[src/rtl/core/lsr_pkg.sv]
// Shared constants, types and helpers for the loopback sample ring.
`timescale 1ns / 1ps
package lsr_pkg;

    localparam int RING_DEPTH = 32768;
    localparam int MAX_READ   = 64;

    localparam int SAMPLE_W = 16;
    localparam int COUNT_W  = 7;
    localparam int PTR_W    = $clog2(RING_DEPTH);
    localparam int CNT_W    = $clog2(MAX_READ + 1);
    localparam int CMP_W    = (PTR_W > CNT_W) ? PTR_W : CNT_W;

    localparam logic FUNC_WRITE = 1'b0;
    localparam logic FUNC_READ  = 1'b1;

    typedef enum logic [1:0] {
        ST_IDLE,
        ST_EMIT,
        ST_LOAD
    } t_ctrl_state;

    typedef struct packed {
        logic write;
        logic start_rd;
        logic emit_pad;
        logic issue_rd;
        logic load_data;
    } t_ctrl_cmd;

    typedef struct packed {
        logic req_zero;
        logic pad_pending;
        logic run_done;
        logic out_free;
    } t_dp_status;

    function automatic logic [PTR_W-1:0] ptr_next(input logic [PTR_W-1:0] p);
        logic [PTR_W-1:0] n;
        if (p == PTR_W'(RING_DEPTH - 1)) begin
            n = '0;
        end else begin
            n = p + PTR_W'(1);
        end
        return n;
    endfunction

endpackage

[src/rtl/core/lsr_ctrl.sv]
// Controller state machine: sequences write beats, padding and sample reads.
`timescale 1ns / 1ps
module lsr_ctrl (
    input  logic                   i_clk,
    input  logic                   i_rst_n,
    input  logic                   i_valid,
    input  logic                   i_func,
    input  lsr_pkg::t_dp_status    i_status,
    output logic                   o_ready,
    output lsr_pkg::t_ctrl_cmd     o_cmd
);

    lsr_pkg::t_ctrl_state r_state;
    lsr_pkg::t_ctrl_state n_state;

    always_ff @(posedge i_clk) begin
        if (!i_rst_n) begin
            r_state <= lsr_pkg::ST_IDLE;
        end else begin
            r_state <= n_state;
        end
    end

    always_comb begin
        n_state = r_state;
        o_ready = 1'b0;
        o_cmd   = '0;
        unique case (r_state)
            lsr_pkg::ST_IDLE: begin
                o_ready = 1'b1;
                if (i_valid) begin
                    if (i_func == lsr_pkg::FUNC_WRITE) begin
                        o_cmd.write = 1'b1;
                    end else if (!i_status.req_zero) begin
                        o_cmd.start_rd = 1'b1;
                        n_state        = lsr_pkg::ST_EMIT;
                    end
                end
            end
            lsr_pkg::ST_EMIT: begin
                if (i_status.run_done) begin
                    n_state = lsr_pkg::ST_IDLE;
                end else if (i_status.out_free) begin
                    if (i_status.pad_pending) begin
                        o_cmd.emit_pad = 1'b1;
                    end else begin
                        o_cmd.issue_rd = 1'b1;
                        n_state        = lsr_pkg::ST_LOAD;
                    end
                end
            end
            lsr_pkg::ST_LOAD: begin
                o_cmd.load_data = 1'b1;
                n_state         = lsr_pkg::ST_EMIT;
            end
            default: begin
                n_state = lsr_pkg::ST_IDLE;
            end
        endcase
    end

endmodule

[config.mk]
export PLATFORM = sky130hd
export DESIGN_NAME = lsr_ctrl
export DESIGN_NICKNAME = d
export VERILOG_FILES = /design/src/rtl/core/lsr_pkg.sv /design/src/rtl/core/lsr_ctrl.sv
export SDC_FILE = /design/constraint.sdc
export NUM_CORES = 1
export LEC_CHECK = 0
export ABC_AREA = 1
export BUFFER_PORTS_ARGS = -buffer_cell sky130_fd_sc_hd__buf_2
export CAP_MARGIN = 25
export CORE_AREA = 8 8 45 47
export CTS_BUF_LIST = sky130_fd_sc_hd__clkbuf_8 sky130_fd_sc_hd__clkbuf_16
export CTS_CLUSTER_DIAMETER = 80
export DETAILED_ROUTE_END_ITERATION = 16
export DIE_AREA = 0 0 53 55
export PLACE_DENSITY = 0.39
export RECOVER_POWER = 50
export SYNTH_ARGS = -nofsm -noshare
export SYNTH_HDL_FRONTEND = slang
export SYNTH_SLANG_ARGS = --single-unit
export TNS_END_PERCENT = 20
[constraint.sdc]
create_clock -name i_clk -period 2.2 [get_ports i_clk]
set_clock_uncertainty 0.2 [all_clocks]
set_input_delay 0.22 -clock i_clk [delete_from_list [all_inputs] [get_ports i_clk]]
set_output_delay 0.22 -clock i_clk [all_outputs]
set_load 0.005 [all_outputs]
* Word-level counts from Yosys, hierarchy flattened *
Index checks and enable logic that the tools add are counted.

operators by class
  mux-type cells = 19
  equal/unequal tests = 7
  reductions and logical operators = 2

operator list
  cell                                                                   number
  2-bit two-way mux                                                      11
  1-bit two-way mux                                                      7
  2-bit inequality test, second input constant                           3
  3-bit inequality test, second input constant                           2
  2-bit case mux with 3 select lines                                     1
  5-bit AND reduction                                                    1
  2-bit by 1-bit equality test with 1-bit output, second input constant  1
  2-bit equality test, second input constant                             1
  2-bit zero test                                                        1

word-level totals
  flip-flop bits (word level) = 2
  word-level logic and storage cells = 29
  output and inout bits = 6
  input port bits = 8

* Depth between registers and ports, before layout *
Gate-level depths: netlist of run 1.

  depth after elaboration = 4
  mapped depth = 6

* Least setup slack after synthesis of run 1 *
OpenSTA, ideal clock, no wires.

  path type = reg2out
  start point = reg r_state[1]
  end point = out o_cmd[4] in the netlist's numbering
  stages on the path, launching flop included = 4
  setup slack = 1.041 ns
  data required time = 1.780 ns
  path buffers = 0
  arrival = 0.739 ns
  path through = dfxtp_1 -> nor2_2 -> inv_1 -> nor3b_1

RTL lines
  element                 RTL line        text
  from (decl)             lsr_ctrl.sv:13  lsr_pkg::t_ctrl_state r_state;
  from (signal assigned)  lsr_ctrl.sv:18  r_state <= lsr_pkg::ST_IDLE;
  from (signal assigned)  lsr_ctrl.sv:20  r_state <= n_state;
  to (decl)               lsr_ctrl.sv:10  output lsr_pkg::t_ctrl_cmd o_cmd

==> run summary, run 1 <==
status: finished, final reports clean
Hold Fails Final Rpt: 0
Final HPWL DP: 395 um
number of global-route vias before repair: 202
TritonCTS Buffers: 3
commonest non-fill, non-tap cell in the layout: buf_2
RSZ-0062 raised after global routing: no
# fillers: 171
Cell Rows: 14
min cycle time layout: 1.48 ns
mean post-synth cell area: 5.76 sq um
post-CTS setup buffers: 0
die area: 2920 sq um
Clock Tree Root: clkbuf_8
relative slew slack: 0.890
Worst path top cell family by delay: flip-flops
Initial Utilization: 0.104
DR pass1 iterations: 3
Seq/Total Area, Yosys: 0.278
post-synth cell types: 9
crit path max-delay cell type: dfxtp_1
CTS-repair resized insts: 0
DIE WIDTH: 53 um
YS warnings: 0
crit path capture type: output port
nets: 51
Final WS setup: 0.719 ns
Reg clk slew, reported paths: 0.03 ns
CP Data Required Time: 1.78 ns
antenna violations before repair: 0
pwr/cell area: 781 nW/um^2
Clock Path Buffers: 2
Max Cap Viol: 0
first-pass GRT wire length: 765 um
Regs by FF count: r_state (2)
share of cells above drive strength 1: 0.390
worst hold path class: in2reg
Achievable Freq: 0.675 GHz
post-synthesis cell area: 144 sq um
Worst-Margin Slew: 0.164 ns
Startpoint Class: flip-flop
Post-Route WL: 483 um
antenna-violating nets left: 0
Setup-failing EPs final: 0
Cells after Synth: 25
die height: 55 um
floorplan core area: 1380 sq um
DRT iter0 DRCs: 2
WL per Instance: 8.47 um
worst path bufs/invs: 2
# hold bufs at CTS: 0
DRC Markers: 0
remaining global-route overflow: 0
via count of the routed design: 196
Synth Net Count: 33
Inserted Diodes: 0
VDD IR max: 0.000215 V
CP arrival: 1.06 ns
CTS HTree Levels: 1
port buffer count: 13
GP Congestion: 0.644
drt via density: 3.44
clock sinks: 2
CP max stage delay: 0.32 ns
most frequent cells in the layout: buf_2, inv_1, nand2_1, nor2_1, clkbuf_8
Leak: 0.152 nW
clk_lat worst skew: 0.21 ns
GRT Overall Usage: 0.0398
CP cell instances: nor2_1 -> inv_1 -> nor3b_1 -> buf_2
sequential cell area: 40.0 sq um
Largest register FFs: 2
worst-path fanout max: 4
area occupied by multi-input gates: 76.3 sq um
synthesized flop and latch total: 2
Setup Total Neg Slack: 0 ns
CTS tree: built
final worst-path cycle share: 0.673
critical path class: reg2out
pre-CTS worst setup slack: 0.949 ns
most flop-heavy register: r_state
P&R area growth vs syn: 83.5%
Max Slew Vio Count: 0
largest net degree at the start of global routing: 5
Top-Level Pins: 14
cell type report:
type / count / area share
multi-input combinational: 17 / 0.289
timing repair buffer: 13 / 0.242
clock buffer: 3 / 0.156
sequential: 2 / 0.152
inverter: 6 / 0.0853
tap: 16 / 0.0758
worst reg2reg max path, stage by stage, from the launching register on:
cell,delay (ns)
dfxtp_1,0.36
inv_1,0.05
nor2_1,0.11
nand3_1,0.08
nand2_1,0.06
nand2_1,0.06
nor2_2,0.06
synth_stat cells:
library cell | number | share of area
nand3b_1 | 1 | 0.052
inv_1 | 6 | 0.16
nor3b_1 | 1 | 0.052
nand2_1 | 6 | 0.16
nor3_1 | 1 | 0.035
nand3_1 | 1 | 0.035
nor2_2 | 3 | 0.13
dfxtp_1 | 2 | 0.28
nor2_1 | 4 | 0.10
where the power goes:
| part | leakage [nW] | internal (W) | switching [W] | total (W) |
|---|---|---|---|---|
| combinational | 0.114 | 0.0000110 | 0.0000113 | 0.0000223 |
| clock | 0.0216 | 0.000116 | 0.0000292 | 0.000145 |
| sequential | 0.0162 | 0.0000378 | 0.00000114 | 0.0000390 |
per-stage QoR:
step / hold slack [ns] / cell area (sq um) / utilization / total power [W] / std cells
floorplan: 0.165 / 144 / - / 0.0000511 / 25
global placement: 0.272 / 229 / 0.165 / 0.0000630 / 54
detailed placement: 0.268 / 229 / 0.165 / 0.0000630 / 54
CTS: 0.0498 / 270 / 0.195 / 0.000212 / 57
global route: 0.0626 / 264 / 0.191 / 0.000219 / 57
finish: 0.0490 / 264 / 0.191 / 0.000206 / 57
cell families (layout without fill, tap and decap cells):
family,after synthesis,count (layout),synth area share
and+or+nand+nor,17,17,0.565
DFF,2,2,0.278
buffers and inverters,6,22,0.157
path summary, 6_finish.rpt:
| path | start | to | slack, ns | cells past startpoint |
|---|---|---|---|---|
| min | i_rst_n | r_state[0]$_SDFFE_PN0P_ | 0.05 | 3 |
| max | r_state[0]$_SDFFE_PN0P_ | o_cmd[4] | 0.72 | 4 |
| min reg2reg | r_state[0]$_SDFFE_PN0P_ | r_state[0]$_SDFFE_PN0P_ | 0.34 | 3 |
| max reg2reg | r_state[0]$_SDFFE_PN0P_ | r_state[0]$_SDFFE_PN0P_ | 1.15 | 6 |
metal layers:
metal / vias up / track usage / wire length, um
met5: - / 0 / 0
met4: 0 / 0.0647 / 16
met3: 2 / 0.0160 / 20
met2: 5 / 0.0586 / 274
met1: 84 / 0.0333 / 172
li1: 105 / - / -
(Power assumes the default switching activity.)
==> run 2: changes to the inputs <==
- ABC_AREA: 1 -> 0
- PLACE_DENSITY: 0.39 -> 0.38
- clock period: 2.2 -> 1.45 ns (I/O delays scaled with it)
==> run summary, run 2 <==
routed wl met2: 143 um (was 274 um)
min cycle time layout: 1.61 ns
remaining global-route overflow: 0 (unchanged)
post-route cell area: 272 sq um (was 264 sq um)
clock sinks: 2 (unchanged)
mean post-synth cell area: 8.29 sq um (was 5.76 sq um)
commonest non-fill, non-tap cell in the layout: buf_2 (unchanged)
Achievable Freq: 0.623 GHz
Worst-Margin Slew: 0.169 ns (was 0.164 ns)
Synth Net Count: 24 (was 33)
CTS tree: built (unchanged)
post-synth cell types: 12 (was 9)
critical path class: reg2out (unchanged)
Hold Fails Final Rpt: 0 (unchanged)
Startpoint Class: flip-flop (unchanged)
status: finished with violations (was finished, final reports clean)
CP Data Required Time: 1.11 ns (was 1.78 ns)
Top-Level Pins: 14 (unchanged)
drt via density: 3.49 (was 3.44)
Max Slew Vio Count: 0 (unchanged)
commonest register cell after synthesis: dfxtp_1 (unchanged)
most frequent cells in the layout: buf_2, nor2_1, clkbuf_8 (was buf_2, inv_1, nand2_1, nor2_1, clkbuf_8)
synthesized flop and latch total: 2 (unchanged)
Setup-failing EPs final: 2 (was 0)
clk_lat worst skew: 0.21 ns (about the same)
Reg clk slew, reported paths: 0.03 ns (about the same)
share of the synthesized area in the top cell type: 0.302 (was 0.278)
Initial Utilization: 0.0958 (was 0.104)
DR pass1 iterations: 3 (unchanged)
relative slew slack: 0.887 (was 0.890)
RSZ-0062 raised after global routing: yes (was no)
non-filler cells, final: 49 (was 57)
worst hold path class: in2reg (unchanged)
first-pass GRT wire length: 821 um (was 765 um)
most flop-heavy register: r_state (unchanged)
DRC Markers: 0 (unchanged)
TritonCTS Buffers: 3 (unchanged)
DR WL met3: 100 um (was 20 um)
max layer used: met3 (was met4)
number of synthesized flops with an enable pin: 0 (unchanged)
Overall Power: 0.000305 W (was 0.000206 W)
worst-path fanout max: 4 (unchanged)
post-synthesis async set-or-reset flop share: 0 (unchanged)
Cells after DPL: 45 (was 54)
share of cells above drive strength 1: 0.606 (was 0.390)
pwr/cell area: 1120 nW/um^2 (was 781 nW/um^2)
# fillers: 160 (was 171)
wire length on met1: 278 um (was 172 um)
area leader, netlist: dfxtp_1 (unchanged)
Inserted Diodes: 0 (unchanged)
die area: 2920 sq um (unchanged)
WL per Instance: 10.7 um (was 8.47 um)
Final HPWL DP: 429 um (was 395 um)
Leak: 0.137 nW (was 0.152 nW)
Post-Route WL: 522 um (was 483 um)
commonest cells in the netlist: nor2_1, dfxtp_1, nand2_1 (was inv_1, nand2_1, nor2_1)
number of global-route vias before repair: 196 (was 202)
antenna-violating nets left: 0 (unchanged)
post-synthesis cell area: 133 sq um (was 144 sq um)
GRT Overall Usage: 0.0420 (was 0.0398)
floorplan core area: 1380 sq um (unchanged)
via count of the routed design: 171 (was 196)
DRT iter0 DRCs: 2 (unchanged)
Largest register FFs: 2 (unchanged)
VDD IR max: 0.000316 V (was 0.000215 V)
Max Cap Viol: 0 (unchanged)
largest net degree at the start of global routing: 5 (unchanged)
GP Congestion: 0.663 (was 0.644)
antenna violations before repair: 0 (unchanged)
Cell Rows: 14 (unchanged)
die height: 55 um (unchanged)
failing checks: negative setup slack
Hold Slack: 0.0818 ns (was 0.0490 ns)
CTS HTree Levels: 1 (unchanged)
CP arrival: 1.26 ns (was 1.06 ns)
Cells after Synth: 16 (was 25)
port buffer count: 13 (unchanged)
Setup Total Neg Slack: -0.238 ns (was 0 ns)
Clock Tree Root: clkbuf_8 (unchanged)
YS warnings: 0 (unchanged)
final worst-path cycle share: 1.11
crit path capture type: output port (unchanged)
most frequent cell after synthesis: nor2_1
Clock Path Buffers: 2 (unchanged)
post-CTS setup buffers: 0 (unchanged)
P&R area growth vs syn: 105% (was 83.5%)
DIE WIDTH: 53 um (unchanged)
Regs by FF count: r_state (2) (unchanged)
nets: 43 (was 51)
Final WS setup: -0.156 ns (was 0.719 ns)
Post-DP Area: 218 sq um (was 229 sq um)
ranking of synthesized cells by area: dfxtp_1, and4bb_2, nor3b_2 (was dfxtp_1, inv_1, nand2_1)
Seq/Total Area, Yosys: 0.302 (was 0.278)
[run 2: kinds of logic after synthesis]
logic type / synth area share
flops: 0.302
buf+inv: 0.0283
simple gates: 0.566
compound gates: 0.104
[run 2: per-layer routing]
layer,GRT usage,up-vias
li1,-,89
met1,0.0545,69
met2,0.0332,13
met3,0.0401,0
met4,0.0388,0
met5,0,-
[run 2: cell type report]
cell class              count  area, sq um  share of cell area
multi-input cells          13         91.3               0.336
repair buffers             14         73.8               0.272
flip-flops and latches      2         41.3               0.152
clock buffers               3         41.3               0.152
well taps                  16         20.0              0.0737
inverters                   1         3.75              0.0138
[run 2: worst max-delay path, cell delays in order (launching register included)]
cell	delay (ns)
dfxtp_2	0.33
or3b_4	0.39
nor3b_2	0.19
buf_2	0.14
[run 2: worst paths after layout]
path	depth (start not counted)	from	slack, ns	end
setup / recovery	3	r_state[0]$_SDFFE_PN0P_	-0.16	o_cmd[1]
hold reg to reg	2	r_state[1]$_SDFFE_PN0P_	0.44	r_state[0]$_SDFFE_PN0P_
hold / removal	3	i_status[2]	0.08	r_state[1]$_SDFFE_PN0P_
setup reg to reg	3	r_state[0]$_SDFFE_PN0P_	0.15	r_state[1]$_SDFFE_PN0P_
[run 2: timing repair]
| action | in CTS | in global routing |
|---|---|---|
| hold endpoints to repair | 2 | 0 |
| resized for setup | 2 | 0 |
| gates cloned | 0 | 0 |
| hold buffers | 1 | 0 |
| endpoints found under the setup margin | 3 | 3 |
| pin swaps | 1 | 0 |
[run 2: power by group]
part	switching (W)	total [W]	internal, W
combinational	0.0000124	0.0000297	0.0000173
sequential	0.000000865	0.0000578	0.0000569
clock	0.0000423	0.000218	0.000175
[run 2: through the flow]
stage,utilization,setup WS [ns]
after global placement,0.157,-0.0188
after floorplan,-,0.124
after detailed placement,0.157,-0.00346
after global routing,0.196,-0.212
final,0.196,-0.156
after CTS,0.197,-0.172
==> run 3: changes to the inputs <==
- BUFFER_PORTS_ARGS: -buffer_cell sky130_fd_sc_hd__buf_2 -> -buffer_cell sky130_fd_sc_hd__buf_4
- HOLD_SLACK_MARGIN: not set -> 0.1
- SLEW_MARGIN: not set -> 10
==> run summary, run 3 (same netlist as run 2, synthesis figures left out) <==
status: finished with violations (unchanged)
failing checks: negative setup slack (unchanged)
Hold Fails Final Rpt: 0 (unchanged)
sequential cell area: 41.3 sq um (unchanged)
floorplan core area: 1380 sq um (unchanged)
# hold bufs at CTS: 1 (unchanged)
largest net degree at the start of global routing: 4 (was 5)
relative slew slack: 0.892 (was 0.887)
CP arrival: 1.26 ns (about the same)
die area: 2920 sq um (unchanged)
CP Data Required Time: 1.11 ns (about the same)
die height: 55 um (unchanged)
Leak: 0.155 nW (was 0.137 nW)
Cells after DPL: 46 (was 45)
nets: 44 (was 43)
Initial Utilization: 0.0958 (unchanged)
first-pass GRT wire length: 897 um (was 821 um)
clock sinks: 2 (unchanged)
crit path max-delay cell type: or3b_4 (unchanged)
final worst-path cycle share: 1.10 (was 1.11)
DRT iter0 DRCs: 7 (was 2)
Cell Rows: 14 (unchanged)
Setup Total Neg Slack: -0.267 ns (was -0.238 ns)
critical path class: reg2out (unchanged)
Worst path top cell family by delay: simple AND/OR/NAND/NOR gates (unchanged)
GRT Overall Usage: 0.0448 (was 0.0420)
DR pass1 iterations: 4 (was 3)
crit path capture type: output port (unchanged)
worst path bufs/invs: 1 (unchanged)
Core Util, Final: 0.231 (was 0.196)
Final WS setup: -0.152 ns (was -0.156 ns)
most flop-heavy register: r_state (unchanged)
CP max stage delay: 0.40 ns (was 0.39 ns)
Reg clk slew, reported paths: 0.03 ns (about the same)
share of cells above drive strength 1: 0.647 (was 0.606)
pre-CTS worst setup slack: 0.00381 ns (was -0.00346 ns)
non-filler cells, final: 50 (was 49)
Top-Level Pins: 14 (unchanged)
pwr/cell area: 987 nW/um^2 (was 1120 nW/um^2)
VDD IR max: 0.000366 V (was 0.000316 V)
TritonCTS Buffers: 3 (unchanged)
commonest non-fill, non-tap cell in the layout: buf_4 (was buf_2)
drt via density: 3.64 (was 3.49)
Startpoint Class: flip-flop (unchanged)
Setup-failing EPs final: 3 (was 2)
Max Cap Viol: 0 (unchanged)
post-CTS setup buffers: 0 (unchanged)
Clock Path Buffers: 2 (unchanged)
Clock Tree Root: clkbuf_8 (unchanged)
GP Congestion: 0.639 (was 0.663)
# fillers: 154 (was 160)
CTS HTree Levels: 1 (unchanged)
worst-path fanout max: 3 (was 4)
DIE WIDTH: 53 um (unchanged)
Largest register FFs: 2 (unchanged)
P&R area growth vs syn: 142% (was 105%)
via count of the routed design: 182 (was 171)
remaining global-route overflow: 0 (unchanged)
CTS tree: built (unchanged)
antenna-violating nets left: 0 (unchanged)
Worst-Margin Slew: 0.162 ns (was 0.169 ns)
Post-Route WL: 570 um (was 522 um)
DRC Markers: 0 (unchanged)
number of global-route vias before repair: 192 (was 196)
CP cell instances: or3b_4 -> nor3b_4 -> buf_4 (was or3b_4 -> nor3b_2 -> buf_2)
RSZ-0062 raised after global routing: yes (unchanged)
most frequent cells in the layout: buf_4, nor2_1, clkbuf_8 (was buf_2, nor2_1, clkbuf_8)
area occupied by multi-input gates: 103 sq um (was 91.3 sq um)
antenna violations before repair: 0 (unchanged)
Max Slew Vio Count: 0 (unchanged)
Inserted Diodes: 0 (unchanged)
WL per Instance: 11.4 um (was 10.7 um)
port buffer count: 13 (unchanged)
worst hold path class: in2reg (unchanged)
min cycle time layout: 1.60 ns (was 1.61 ns)
clk_lat worst skew: 0.21 ns (about the same)
Overall Power: 0.000316 W (was 0.000305 W)
Regs by FF count: r_state (2) (unchanged)
Achievable Freq: 0.624 GHz (was 0.623 GHz)
-- run 3: cell count changes in the layout (fill, tap and decap cells not counted), sizes merged --
cell and change:
buf +1
-- run 3: where the power goes --
part	total [W]	leakage [nW]	internal (W)	switching, W
sequential	0.0000571	0.0167	0.0000567	0.000000447
clock	0.000218	0.0216	0.000175	0.0000423
combinational	0.0000414	0.117	0.0000266	0.0000147
total	0.000316	0.155	0.000259	0.0000574
-- run 3: per-layer routing --
| metal | vias to the layer above | global-route usage | routed length [um] |
|---|---|---|---|
| met5 | - | 0 | 0 |
| met1 | 77 | 0.0455 | 286 |
| li1 | 92 | - | - |
| met4 | 0 | 0.0517 | 0 |
| met2 | 13 | 0.0508 | 195 |
| met3 | 0 | 0.0374 | 88 |
-- run 3: final timing paths --
path                                 from                       to  slack, ns  cells after the start
setup / recovery  r_state[0]$_SDFFE_PN0P_                 o_cmd[1]      -0.15                      3
hold reg to reg   r_state[1]$_SDFFE_PN0P_  r_state[0]$_SDFFE_PN0P_       0.43                      2
setup reg to reg  r_state[0]$_SDFFE_PN0P_  r_state[1]$_SDFFE_PN0P_       0.14                      3
hold / removal                i_status[2]  r_state[1]$_SDFFE_PN0P_       0.07                      3
-- run 3: final cells by class --
type	instances	area share
timing repair buffer	15	0.348
multi-input combinational	13	0.320
sequential	2	0.129
clock buffer	3	0.129
tap	16	0.0625
inverter	1	0.0117
-- run 3: worst min-delay path, stage by stage --
cell     delay (ns)
buf_4          0.10
nor3b_4        0.04
and2_1         0.14
-- run 3: metrics by stage --
step | area (sq um) | hold slack [ns]
6_report | 320 | 0.0730
5_1_grt | 320 | 0.0846
4_1_cts | 318 | 0.0632
3_5_place_dp | 258 | 0.176
3_3_place_gp | 258 | 0.165
2_1_floorplan | 133 | 0.0667
-- run 3: repair_timing --
| action | 4_1_cts | 5_1_grt |
|---|---|---|
| hold endpoints to repair | 2 | 1 |
| pin swaps | 2 | 0 |
| endpoints found under the setup margin | 3 | 4 |
| gates resized for setup | 3 | 1 |
